### src/rtl/tlnvf_pkg.sv
// Package for the text line filter core: types, character codes and defaults.
// Depends on nothing; imported by every module of the core.
`default_nettype none

package tlnvf_pkg;

   // Default line number width in decimal places.
   localparam int DefNumberDigits = 6;
   // Largest line count that the 20-bit counter state can hold.
   localparam longint unsigned CountCap = 64'd1048575;

   // Longest rendered body of one byte, as in M-^?.
   localparam int MaxBody = 4;
   localparam int BodyIdxW = $clog2(MaxBody);
   localparam int BodyLenW = $clog2(MaxBody + 1);

   // Depth of the descriptor queue between front and back.
   localparam int QueueDepth = 4;

   // Character codes.
   localparam logic [7:0] AsciiTab = 8'h09;
   localparam logic [7:0] AsciiNewline = 8'h0a;
   localparam logic [7:0] AsciiSpace = 8'h20;
   localparam logic [7:0] AsciiDollar = 8'h24;
   localparam logic [7:0] AsciiDash = 8'h2d;
   localparam logic [7:0] AsciiZero = 8'h30;
   localparam logic [7:0] AsciiUpperI = 8'h49;
   localparam logic [7:0] AsciiUpperM = 8'h4d;
   localparam logic [7:0] AsciiCaret = 8'h5e;
   localparam logic [6:0] CtrlLimit = 7'h20;
   localparam logic [6:0] DelCode = 7'h7f;
   localparam logic [7:0] DelShown = 8'h3f;
   localparam logic [7:0] CaretOffset = 8'h40;

   // Line numbering modes.
   localparam logic [1:0] NumModeNone = 2'd0;
   localparam logic [1:0] NumModeAll = 2'd1;

   // Register indexes of the configuration port.
   typedef enum logic [2:0] {
      CsrNumberMode = 3'd0,
      CsrShowTabs = 3'd1,
      CsrShowEnds = 3'd2,
      CsrSqueezeBlank = 3'd3,
      CsrShowNonprinting = 3'd4
   } csr_index_type;

   localparam int CsrDataW = 2;

   // Configuration register set.
   typedef struct packed {
      logic [1:0] number_mode;
      logic tab_caret;
      logic end_dollar;
      logic squeeze_blank;
      logic show_nonprinting;
   } cfg_type;

   // Classified item: line number request and the rendered body bytes.
   typedef struct packed {
      logic num_en;
      logic [BodyLenW-1:0] body_len;
      logic [MaxBody-1:0][7:0] body_bytes;
   } body_type;

endpackage

`default_nettype wire

### src/rtl/tlnvf_queue.sv
// Small register queue carrying classified items from front to back.
// Depends on tlnvf_pkg for the default depth.
`default_nettype none

module tlnvf_queue #(
   parameter int DATA_WIDTH = 8,
   parameter int DEPTH = tlnvf_pkg::QueueDepth
) (
   input wire logic clock,
   input wire logic reset,
   input wire logic push,
   input wire logic [DATA_WIDTH-1:0] push_data,
   output logic full,
   input wire logic pop,
   output logic head_valid,
   output logic [DATA_WIDTH-1:0] head_data
);
   import tlnvf_pkg::*;

   localparam int PtrW = (DEPTH > 1) ? $clog2(DEPTH) : 1;

   logic [DATA_WIDTH-1:0] entries_ff [DEPTH];
   logic [PtrW:0] wr_ptr_ff, wr_ptr_in;
   logic [PtrW:0] rd_ptr_ff, rd_ptr_in;

   // Full when the pointers differ only in the wrap bit.
   assign full = (wr_ptr_ff[PtrW] != rd_ptr_ff[PtrW])
              && (wr_ptr_ff[PtrW-1:0] == rd_ptr_ff[PtrW-1:0]);
   assign head_valid = (wr_ptr_ff != rd_ptr_ff);
   assign head_data = entries_ff[rd_ptr_ff[PtrW-1:0]];

   // Pointer advance on each transfer in and out.
   always_comb begin
      wr_ptr_in = wr_ptr_ff;
      rd_ptr_in = rd_ptr_ff;
      if (push && !full) begin
         wr_ptr_in = wr_ptr_ff + 1'b1;
      end
      if (pop && head_valid) begin
         rd_ptr_in = rd_ptr_ff + 1'b1;
      end
   end

   always_ff @(posedge clock) begin
      if (reset) begin
         wr_ptr_ff <= '0;
         rd_ptr_ff <= '0;
      end else begin
         wr_ptr_ff <= wr_ptr_in;
         rd_ptr_ff <= rd_ptr_in;
      end
   end

   // Entry storage needs no reset.
   always_ff @(posedge clock) begin
      if (push && !full) begin
         entries_ff[wr_ptr_ff[PtrW-1:0]] <= push_data;
      end
   end

endmodule

`default_nettype wire

### src/rtl/tlnvf_front.sv
// Front end: accepts input bytes, tracks line state and the decimal line
// counter, and classifies each byte into a body descriptor. Uses tlnvf_pkg.
`default_nettype none

module tlnvf_front #(
   parameter int NUMBER_DIGITS = tlnvf_pkg::DefNumberDigits
) (
   input wire logic clock,
   input wire logic reset,
   input wire tlnvf_pkg::cfg_type cfg,
   input wire logic req_valid,
   output logic req_ready,
   input wire logic [7:0] req_in_byte,
   input wire logic queue_full,
   output logic push,
   output tlnvf_pkg::body_type push_body,
   output logic [4*NUMBER_DIGITS-1:0] push_digits
);
   import tlnvf_pkg::*;

   localparam int DigitsW = 4 * NUMBER_DIGITS;
   // Saturation point of the counter: all nines, or the 20-bit cap if lower.
   localparam longint unsigned CountLimit = (NUMBER_DIGITS >= 7) ? CountCap
      : ((64'd10 ** NUMBER_DIGITS) - 64'd1);

   logic at_line_start_ff, at_line_start_in;
   logic blank_seen_ff, blank_seen_in;
   logic [DigitsW-1:0] count_ff, count_in;

   logic [DigitsW-1:0] limit_digits;
   logic [DigitsW-1:0] count_inc;
   logic [DigitsW-1:0] count_next;
   logic at_limit;
   logic accept;
   logic nl;
   logic is_tab;
   logic drop;
   logic num_en;
   logic hi_bit;
   logic [6:0] low7;
   logic ctrl;
   logic caret;
   logic [7:0] vis_char;
   logic [BodyLenW-1:0] fill;
   logic [MaxBody-1:0][7:0] bytes;

   // Counter limit in BCD, one constant digit per place.
   for (genvar gi = 0; gi < NUMBER_DIGITS; gi++) begin : g_limit
      localparam logic [3:0] LimDigit = 4'((CountLimit / (64'd10 ** gi)) % 64'd10);
      assign limit_digits[4*gi +: 4] = LimDigit;
   end

   // Decimal increment: a place steps up, nine wrapping to zero, when all places below it are nine.
   always_comb begin
      logic carry;
      carry = 1'b1;
      for (int i = 0; i < NUMBER_DIGITS; i++) begin
         if (carry) begin
            count_inc[4*i +: 4] = (count_ff[4*i +: 4] == 4'd9) ? 4'd0
               : count_ff[4*i +: 4] + 4'd1;
         end else begin
            count_inc[4*i +: 4] = count_ff[4*i +: 4];
         end
         carry = carry && (count_ff[4*i +: 4] == 4'd9);
      end
   end

   assign at_limit = (count_ff == limit_digits);
   assign count_next = at_limit ? count_ff : count_inc;

   // Input handshake: the queue decides.
   assign req_ready = !queue_full;
   assign accept = req_valid && req_ready;

   // Line start decisions.
   assign nl = (req_in_byte == AsciiNewline);
   assign is_tab = (req_in_byte == AsciiTab);
   assign drop = at_line_start_ff && cfg.squeeze_blank && nl && blank_seen_ff;
   assign num_en = at_line_start_ff && (cfg.number_mode != NumModeNone)
                && ((cfg.number_mode == NumModeAll) || !nl);
   assign push = accept && !drop;

   // Visible form of one byte: M- prefix for high bytes, caret for controls.
   assign hi_bit = req_in_byte[7];
   assign low7 = req_in_byte[6:0];
   assign ctrl = (low7 < CtrlLimit) || (low7 == DelCode);
   assign caret = ctrl && (hi_bit || ((low7 != AsciiTab[6:0]) && (low7 != AsciiNewline[6:0])));
   always_comb begin
      if (!caret) begin
         vis_char = {1'b0, low7};
      end else if (low7 == DelCode) begin
         vis_char = DelShown;
      end else begin
         vis_char = {1'b0, low7} + CaretOffset;
      end
   end

   // Pack the rendered body bytes in output order.
   always_comb begin
      fill = '0;
      bytes = '0;
      if (is_tab && cfg.tab_caret) begin
         bytes[0] = AsciiCaret;
         bytes[1] = AsciiUpperI;
         fill = BodyLenW'(2);
      end else begin
         if (nl && cfg.end_dollar) begin
            bytes[fill[BodyIdxW-1:0]] = AsciiDollar;
            fill = fill + 1'b1;
         end
         if (cfg.show_nonprinting) begin
            if (hi_bit) begin
               bytes[fill[BodyIdxW-1:0]] = AsciiUpperM;
               fill = fill + 1'b1;
               bytes[fill[BodyIdxW-1:0]] = AsciiDash;
               fill = fill + 1'b1;
            end
            if (caret) begin
               bytes[fill[BodyIdxW-1:0]] = AsciiCaret;
               fill = fill + 1'b1;
            end
            bytes[fill[BodyIdxW-1:0]] = vis_char;
            fill = fill + 1'b1;
         end else begin
            bytes[fill[BodyIdxW-1:0]] = req_in_byte;
            fill = fill + 1'b1;
         end
      end
   end

   assign push_body.num_en = num_en;
   assign push_body.body_len = fill;
   assign push_body.body_bytes = bytes;
   assign push_digits = count_next;

   // Line state advances on every kept transfer; a squeezed line leaves it alone.
   always_comb begin
      at_line_start_in = at_line_start_ff;
      blank_seen_in = blank_seen_ff;
      count_in = count_ff;
      if (push) begin
         at_line_start_in = nl;
         if (at_line_start_ff) begin
            blank_seen_in = cfg.squeeze_blank && nl;
         end
         if (num_en) begin
            count_in = count_next;
         end
      end
   end

   always_ff @(posedge clock) begin
      if (reset) begin
         at_line_start_ff <= 1'b1;
         blank_seen_ff <= 1'b0;
         count_ff <= '0;
      end else begin
         at_line_start_ff <= at_line_start_in;
         blank_seen_ff <= blank_seen_in;
         count_ff <= count_in;
      end
   end

endmodule

`default_nettype wire

### src/rtl/tlnvf_back.sv
// Back end: walks the head descriptor (number places, tab, body) into the output
// register one byte per cycle while the receiver takes them. Uses tlnvf_pkg.
`default_nettype none

module tlnvf_back #(
   parameter int NUMBER_DIGITS = tlnvf_pkg::DefNumberDigits
) (
   input wire logic clock,
   input wire logic reset,
   input wire logic head_valid,
   input wire tlnvf_pkg::body_type head_body,
   input wire logic [4*NUMBER_DIGITS-1:0] head_digits,
   output logic pop,
   output logic rsp_valid,
   input wire logic rsp_ready,
   output logic [7:0] rsp_out_byte,
   output logic rsp_run_end
);
   import tlnvf_pkg::*;

   localparam int SeqW = $clog2(NUMBER_DIGITS + MaxBody + 1);
   localparam logic [SeqW-1:0] TabPos = SeqW'(NUMBER_DIGITS);
   localparam logic [SeqW-1:0] BodyStart = SeqW'(NUMBER_DIGITS + 1);

   logic [SeqW-1:0] seq_ff, seq_in;
   logic rsp_valid_ff, rsp_valid_in;
   logic [7:0] rsp_byte_ff;
   logic rsp_run_end_ff;

   logic [SeqW-1:0] pos;
   logic [SeqW-1:0] body_off;
   logic last;
   logic load;
   logic [NUMBER_DIGITS-1:0] lead_blank;
   logic [7:0] digit_char;
   logic [7:0] sel_byte;

   // Position in the full run; an item without a number starts at the body.
   assign pos = seq_ff + (head_body.num_en ? '0 : BodyStart);
   assign body_off = pos - BodyStart;
   assign last = (pos == (TabPos + SeqW'(head_body.body_len)));
   assign load = head_valid && (!rsp_valid_ff || rsp_ready);
   assign pop = load && last;

   // Leading zeros print as spaces; the units place always shows a digit.
   always_comb begin
      logic run_zero;
      run_zero = 1'b1;
      for (int i = 0; i < NUMBER_DIGITS; i++) begin
         run_zero = run_zero && (head_digits[4*(NUMBER_DIGITS-1-i) +: 4] == 4'd0);
         lead_blank[i] = run_zero && (i != NUMBER_DIGITS - 1);
      end
   end

   // Character of the number place at the current position.
   always_comb begin
      digit_char = AsciiSpace;
      for (int i = 0; i < NUMBER_DIGITS; i++) begin
         if (pos == SeqW'(i)) begin
            digit_char = lead_blank[i] ? AsciiSpace
               : (AsciiZero | {4'd0, head_digits[4*(NUMBER_DIGITS-1-i) +: 4]});
         end
      end
   end

   // Byte select for the current position.
   always_comb begin
      if (pos < TabPos) begin
         sel_byte = digit_char;
      end else if (pos == TabPos) begin
         sel_byte = AsciiTab;
      end else begin
         sel_byte = head_body.body_bytes[body_off[BodyIdxW-1:0]];
      end
   end

   // Sequencer and output register control.
   always_comb begin
      seq_in = seq_ff;
      rsp_valid_in = rsp_valid_ff;
      if (load) begin
         seq_in = last ? '0 : seq_ff + 1'b1;
         rsp_valid_in = 1'b1;
      end else if (rsp_ready) begin
         rsp_valid_in = 1'b0;
      end
   end

   always_ff @(posedge clock) begin
      if (reset) begin
         seq_ff <= '0;
         rsp_valid_ff <= 1'b0;
      end else begin
         seq_ff <= seq_in;
         rsp_valid_ff <= rsp_valid_in;
      end
   end

   // Output payload needs no reset.
   always_ff @(posedge clock) begin
      if (load) begin
         rsp_byte_ff <= sel_byte;
         rsp_run_end_ff <= last;
      end
   end

   assign rsp_valid = rsp_valid_ff;
   assign rsp_out_byte = rsp_byte_ff;
   assign rsp_run_end = rsp_run_end_ff;

endmodule

`default_nettype wire

### src/rtl/text_line_number_visible_filter_core.sv
// The first result byte of an input passes through the queue and then the
// output register. The back end's single byte lane gives one output byte per
// cycle while the receiver is ready; a run holds one to eleven bytes at six
// digits. A squeezed newline gives no output; four items queue between.
// Reset is synchronous and active high: it clears the queue, output valid,
// line state, line counter and all configuration registers.
`default_nettype none

module text_line_number_visible_filter_core #(
   parameter int NUMBER_DIGITS = tlnvf_pkg::DefNumberDigits
) (
   input wire logic clock,
   input wire logic reset,
   input wire logic req_valid,
   output logic req_ready,
   input wire logic [7:0] req_in_byte,
   output logic rsp_valid,
   input wire logic rsp_ready,
   output logic [7:0] rsp_out_byte,
   output logic rsp_run_end,
   input wire logic csr_write_en,
   input wire tlnvf_pkg::csr_index_type csr_index,
   input wire logic [tlnvf_pkg::CsrDataW-1:0] csr_wdata
);
   import tlnvf_pkg::*;

   localparam int DigitsW = 4 * NUMBER_DIGITS;
   localparam int QueueW = DigitsW + $bits(body_type);

   cfg_type cfg_ff;
   logic queue_full;
   logic push;
   body_type push_body;
   logic [DigitsW-1:0] push_digits;
   logic pop;
   logic head_valid;
   logic [QueueW-1:0] head_data;
   body_type head_body;
   logic [DigitsW-1:0] head_digits;

   // Configuration register writes.
   always_ff @(posedge clock) begin
      if (reset) begin
         cfg_ff <= '0;
      end else if (csr_write_en) begin
         unique case (csr_index)
            CsrNumberMode: begin
               cfg_ff.number_mode <= csr_wdata[1:0];
            end
            CsrShowTabs: begin
               cfg_ff.tab_caret <= csr_wdata[0];
            end
            CsrShowEnds: begin
               cfg_ff.end_dollar <= csr_wdata[0];
            end
            CsrSqueezeBlank: begin
               cfg_ff.squeeze_blank <= csr_wdata[0];
            end
            CsrShowNonprinting: begin
               cfg_ff.show_nonprinting <= csr_wdata[0];
            end
            default: begin
            end
         endcase
      end
   end

   tlnvf_front #(
      .NUMBER_DIGITS(NUMBER_DIGITS)
   ) u_front (
      .clock(clock),
      .reset(reset),
      .cfg(cfg_ff),
      .req_valid(req_valid),
      .req_ready(req_ready),
      .req_in_byte(req_in_byte),
      .queue_full(queue_full),
      .push(push),
      .push_body(push_body),
      .push_digits(push_digits)
   );

   tlnvf_queue #(
      .DATA_WIDTH(QueueW),
      .DEPTH(QueueDepth)
   ) u_queue (
      .clock(clock),
      .reset(reset),
      .push(push),
      .push_data({push_digits, push_body}),
      .full(queue_full),
      .pop(pop),
      .head_valid(head_valid),
      .head_data(head_data)
   );

   assign head_body = head_data[$bits(body_type)-1:0];
   assign head_digits = head_data[QueueW-1:$bits(body_type)];

   tlnvf_back #(
      .NUMBER_DIGITS(NUMBER_DIGITS)
   ) u_back (
      .clock(clock),
      .reset(reset),
      .head_valid(head_valid),
      .head_body(head_body),
      .head_digits(head_digits),
      .pop(pop),
      .rsp_valid(rsp_valid),
      .rsp_ready(rsp_ready),
      .rsp_out_byte(rsp_out_byte),
      .rsp_run_end(rsp_run_end)
   );

endmodule

`default_nettype wire

### config.mk
export PLATFORM = sky130hd
export DESIGN_NAME = text_line_number_visible_filter_core
export DESIGN_NICKNAME = d
export VERILOG_FILES = /design/src/rtl/tlnvf_pkg.sv /design/src/rtl/tlnvf_queue.sv /design/src/rtl/tlnvf_front.sv /design/src/rtl/tlnvf_back.sv /design/src/rtl/text_line_number_visible_filter_core.sv
export SDC_FILE = /design/constraint.sdc
export NUM_CORES = 1
export LEC_CHECK = 0
export BUFFER_PORTS_ARGS = -buffer_cell sky130_fd_sc_hd__buf_2
export CORE_MARGIN = 2
export CORE_UTILIZATION = 45
export CTS_CLUSTER_DIAMETER = 40
export DETAILED_ROUTE_END_ITERATION = 16
export PLACE_DENSITY = 0.58
export SLEW_MARGIN = 20
export SYNTH_ARGS = -nofsm -noshare
export SYNTH_HDL_FRONTEND = slang
export SYNTH_SLANG_ARGS = --single-unit
### constraint.sdc
create_clock -name clock -period 6.4 [get_ports clock]
set_input_delay 0.64 -clock clock [delete_from_list [all_inputs] [get_ports clock]]
set_output_delay 0.64 -clock clock [all_outputs]
set_load 0.03 [all_outputs]
[After elaboration in Yosys (flattened, before gate mapping)]
Memories as Yosys holds them, arrays and structs flattened. A register that Yosys moved wholly into a read port is not among the register bits.
Cells that the tools add are included.
Storage, ports and cells
  bits in registers: 52
  bits in writable memories: 240
  input port bits: 18
  output and inout bits: 11
  logic and storage cells: 200
  memories kept: 1
Operators by class
  add/sub/neg operators: 17
  order comparisons: 11
  equality and inequality tests: 27
  muxes and demuxes: 68
  bitwise operators: 9
  reductions and logical operators: 53
Memories
  u_queue.entries_ff: depth 4, bits a word 60, rd ports 1, clocked after memory_dff 1, write ports 1, RTL line tlnvf_queue.sv:22  | logic [DATA_WIDTH-1:0] entries_ff [DEPTH];
Operator list (count)
  two-way mux 32 bit: 7
  two-way mux 8 bit: 15
  bitwise mux 32 bit: 2
  demux 8 bit (select 2 bit): 4
  two-way mux 4 bit: 12
  two-way mux 16 bit: 2
  inverter 16 bit: 2
  two-way mux 3 bit: 10
  two-way mux 5 bit: 6
  logical AND 1 bit: 29
  adder 4 x 1 -> 4 bit (second input constant): 7
  equality test 24 bit (second input constant): 1
  equality test 4 bit (second input constant): 6
  zero test 4 bit: 6
  two-way mux 24 bit: 1
  bitwise OR 20 bit: 1
  adder 3 x 1 -> 3 bit (second input constant): 6
  AND 16 bit: 1
  AND 4 x 16 -> 16 bit: 1
  binary-select mux 8 bit (select 2 bit): 1
  equality test 8 x 4 -> 1 bit (second input constant): 2
  bitwise OR 16 bit: 1
  bitwise OR 4 x 16 -> 16 bit: 1
  less-than comparator 2 x 3 -> 1 bit (second input constant): 5
  30 further kinds: 56

[Longest topological paths before layout]
  word-level depth: 21
  mapped depth: 16
  depth with buffers taken out: 12

[Hierarchy]
A second synthesis with hierarchy kept.
Second synthesis, totals
  cells, all modules: 895
  area, all modules: 13345.3 µm²
Modules (own cells, without submodules)
  tlnvf_queue: times used 1, cells each 383, area an instance 9186.3 µm², seq. area each 7367.1 µm²
  tlnvf_front: times used 1, cells each 330, area an instance 2317.2 µm², seq. area each 520.5 µm²
  tlnvf_back: times used 1, cells each 157, area an instance 1554.0 µm², seq. area each 370.4 µm²
  text_line_number_visible_filter_core: times used 1, cells each 25, area an instance 287.8 µm², seq. area each 120.1 µm²

[Worst setup path after synthesis]
Ideal clock, no wire load.
  kind: register -> register
  start: reg (tool-made name)
  end: reg u_back.rsp_byte_ff[4] (netlist: u_back.rsp_out_byte[4]) (data pin)
  library setup time: 0.271 ns
  arrival: 3.644 ns
  data required time: 6.129 ns
  slack: 2.485 ns
  cell stages (with the launch flop): 16
  path buffers: 5
  clock period less this slack: 3.915 ns
  cells stage by stage: dfxtp_1 -> buf_6 -> buf_12 -> buf_12 -> buf_2 -> mux4_2 -> inv_1 -> ha_1 -> fa_1 -> inv_1 -> ha_1 -> clkbuf_1 -> mux2_2 -> o21ai_0 -> o32a_1 -> o2111ai_1
RTL lines
  end signal, assigned: RTL line tlnvf_back.sv:102  | rsp_byte_ff <= sel_byte;
  end, declared: RTL line tlnvf_back.sv:27  | logic [7:0] rsp_byte_ff;

==> results.py <==
metrics = {
    "clocking": {
        "root_buffer": "clkbuf_16",
        "cts-resized-gates": 0,
        "cts_sinks": 294,
        "cts_made_buffers": 39,
        "clk_path_buf_depth": 3,
        "cts_setup_buffers": 0,
        "ctsHoldBuffers": 0,
        "htreeDepth": 2,
        "cts_tree": "yes",
        "clkTransAtPathRegs_ns": 0.06,
        "clk_latency_ns": 0.52,
    },
    "min_path": {
        "min_path_cells": 3,
        "hold_class": "in2reg",
        "hold_start": "csr_wdata[1]",
        "min_to": "cfg_ff[5]",
    },
    "grt": {
        "grt_pass1_wl_um": 42120,
        "grt_util_all_layers": 0.1793,
        "gr-max-usage-layer": "met1",
        "overflow": 0,
        "grt_max_degree": 61,
        "antenna_found_initial": 0,
        "met3_usage": 0.02546,
        "gr-usage-met1": 0.2739,
        "grt_pass1_vias": 7232,
        "met2_usage": 0.2729,
    },
    "power": {
        "switching_power_w": 0.001319,
        "ir_drop_uv": 230.9,
        "power_density_nw_per_um2": 346.2,
        "totalPowerFinal_w": 0.005189,
        "p_seq_frac": 0.430,
        "p_sw_frac": 0.2541,
        "power_frac_comb": 0.141,
        "clock_power_share": 0.429,
        "p_int_w": 0.003870,
        "leakagePower_nw": 5.156,
    },
    "layout": {
        "fin_nets": 956,
        "multi_input_area_um2": 4449,
        "final_common_cell": "edfxtp_1",
        "layout_common_cells": "edfxtp_1 (249), nor2_1 (58), mux4_2 (55), nand2_1 (53)",
        "area_delta_synth_final_pct": 13.83,
        "n_fill_cell": 2336,
        "diodes": 0,
        "drive_gt1_frac": 0.1896,
        "register_area_um2": 8383,
        "final_core_util": 0.5207,
    },
    "floorplan": {
        "start_util": 0.4574,
        "ios": 29,
        "dieArea_um2": 30640,
        "core-area_um2": 28780,
        "die_w_um": 175.0,
        "die_y_um": 175.0,
        "std_cell_rows": 62,
    },
    "timing": {
        "slew_violations": 0,
        "max_clock_freq_mhz": 226.6,
        "hold_viol": 0,
        "fin_crit_sh": 0.6895,
        "worst_slew_pin_slew_ns": 1.103,
        "skew_ns": 0.009492,
        "setup_ws_ns": 1.987,
        "timing.final.crit_period_ns": 4.413,
        "rsz0062_at_grt": "no",
        "tns_ns": 0,
        "relSlewSlack": 0.2552,
        "setup_viol": 0,
    },
    "yosys": {
        "syn_inst": 876,
        "synth_compound_area_frac": 0.06082,
        "synthesis.area_um2": 13170,
        "syn_avg_cell_area_um2": 15.03,
        "yosys_most_used_dff": "edfxtp_1",
        "synth_top_area_share": 0.5680,
        "yosys.area_share.xor_xnor": 0.02832,
        "synth_top_family_by_area": "multiplexers",
        "synthMuxAreaShare": 0.1318,
        "ys_types": 69,
        "synth-simple-area-share": 0.09000,
        "async_flop_share": 0,
        "seq_area_frac_synth": 0.6364,
        "synth_edf_count": 249,
        "yosysTopAreaCell": "edfxtp_1",
        "synth_fa_ha_area_frac": 0.02433,
        "synth_warnings": 0,
        "netlist_top_cells_area": "edfxtp_1 (57%), mux4_2 (9.4%), dfxtp_1 (6.8%), ha_1 (2.3%), mux4_1 (2.2%)",
        "ys_ff_latch": 294,
    },
    "place": {
        "detailed_place_hpwl_um": 17200,
        "post-place-ws_ns": 1.965,
        "portBuffers": 28,
        "gp_congestion": 0.8579,
    },
    "setup_path": {
        "start_kind": "flip-flop",
        "r2r_slack_ns": 1.99,
        "reg2reg_to": "u_back.rsp_out_byte[4]",
        "end_kind": "flip-flop",
        "cp.arrival_ns": 4.66,
        "worstSetupPathType": "reg2reg",
        "path_max_fanout": 35,
        "worstRegToRegCells": 9,
        "critPathRequiredTime_ns": 6.64,
    },
    "run_status": {
        "status": "completed",
    },
    "drt": {
        "vias_per_cell": 5.597,
        "first_iter_violations": 642,
        "ant_nets": 0,
        "wl_per_cell_um": 20.32,
        "drc_errors": 0,
        "wl_um": 26990,
        "vias": 7433,
        "dr.pass1.iters": 5,
    },
    "job": {
        "drv_cap": 0,
    },
}
[worst max-delay path by stage]
stage	from	endpoint	cells past startpoint
2_1_floorplan	flip-flop	u_back.rsp_out_byte[4]	15
3_3_place_gp	flip-flop	u_back.rsp_out_byte[4]	9
3_5_place_dp	flip-flop	u_back.rsp_out_byte[4]	9
4_1_cts	flip-flop	u_back.rsp_out_byte[4]	9
5_1_grt	flip-flop	u_back.rsp_out_byte[4]	9
6_report	flip-flop	u_back.rsp_out_byte[4]	9
[power by group through the flow]
stage	Sequential [W]	Clock, W	Combinational [W]
after floorplan	0.00230	0	0.000514
after global placement	0.00227	0	0.000722
after detailed placement	0.00227	0	0.000731
after CTS	0.00223	0.00227	0.000733
after global routing	0.00224	0.00235	0.000802
final	0.00223	0.00223	0.000730
[sequential cells by signal, summed over array words and instances (netlist names), 3 cells and up, named ones only]
name and flops:
u_back.seq_ff 4, u_queue.entries_ff 240, u_queue.rd_ptr_ff 3, u_front.count_ff 24, cfg_ff 6, u_queue.wr_ptr_ff 3, u_back.rsp_out_byte 8
[cells by family (layout without fill, tap and decap cells)]
group           count (synthesis)  after routing
compound gates                126            126
buf+inv                        77            138
flops                         294            294
xor+xnor                       41             41
fa+ha+maj                      25             25
other cells                     1              8
simple gates                  226            226
mux                            86             86
[per-layer routing]
| layer | routed length, µm | vias up |
|---|---|---|
| met2 | 12240 | 158 |
| met5 | 0 | - |
| met1 | 13220 | 3763 |
| met4 | 415 | 0 |
| li1 | - | 3479 |
| met3 | 1113 | 33 |
[worst max-delay path, stage by stage (launching register included)]
cell and delay [ns]:
dfxtp_4 0.81, mux4_2 0.61, inv_1 0.17, ha_1 0.75, inv_1 0.29, ha_1 0.65, mux2_2 0.38, o21ai_0 0.17
o32a_1 0.18, o2111ai_1 0.11
[cell usage after synthesis, types with 3 or more instances]
| library cell | instances |
|---|---|
| edfxtp_1 | 249 |
| nor2_1 | 58 |
| mux4_2 | 55 |
| nand2_1 | 53 |
| dfxtp_1 | 45 |
| a21oi_1 | 43 |
| o21ai_0 | 31 |
| inv_1 | 30 |
| ha_1 | 24 |
| clkbuf_1 | 23 |
| xnor2_1 | 23 |
| xor2_1 | 17 |
| nand3_1 | 15 |
| mux2i_1 | 14 |
| nor3_1 | 14 |
| and3_1 | 13 |
| buf_2 | 13 |
| nor2b_1 | 13 |
| mux4_1 | 11 |
| nand4_1 | 11 |
| a22oi_1 | 8 |
| nand2b_1 | 8 |
| mux2_2 | 6 |
| or3_1 | 6 |
| a31oi_1 | 5 |
| o211ai_1 | 5 |
| and2_1 | 4 |
| and4_1 | 4 |
| buf_1 | 4 |
| buf_6 | 4 |
| nor3b_1 | 4 |
| o211a_1 | 4 |
| o32a_1 | 4 |
| and4bb_2 | 3 |
| nor4_1 | 3 |
| nor4bb_1 | 3 |
| o22a_1 | 3 |
| o31ai_1 | 3 |
[cell type report]
| class | instances | area share |
|---|---|---|
| clock buffer | 45 | 0.06872 |
| clock inverter | 27 | 0.02204 |
| inverter | 30 | 0.007514 |
| multi-input combinational | 512 | 0.2969 |
| sequential | 294 | 0.5594 |
| tap | 384 | 0.03206 |
| timing repair buffer | 36 | 0.01336 |
[stage by stage]
stage	cells	hold slack (ns)	area, µm²
finish	1328	0.3579	14990
global route	1328	0.3685	14990
CTS	1328	0.3400	14990
detailed placement	1256	0.4712	13630
global placement	1256	0.4612	13630
floorplan	883	0.4450	13190
No activity file was read; power rests on OpenSTA's default activity.
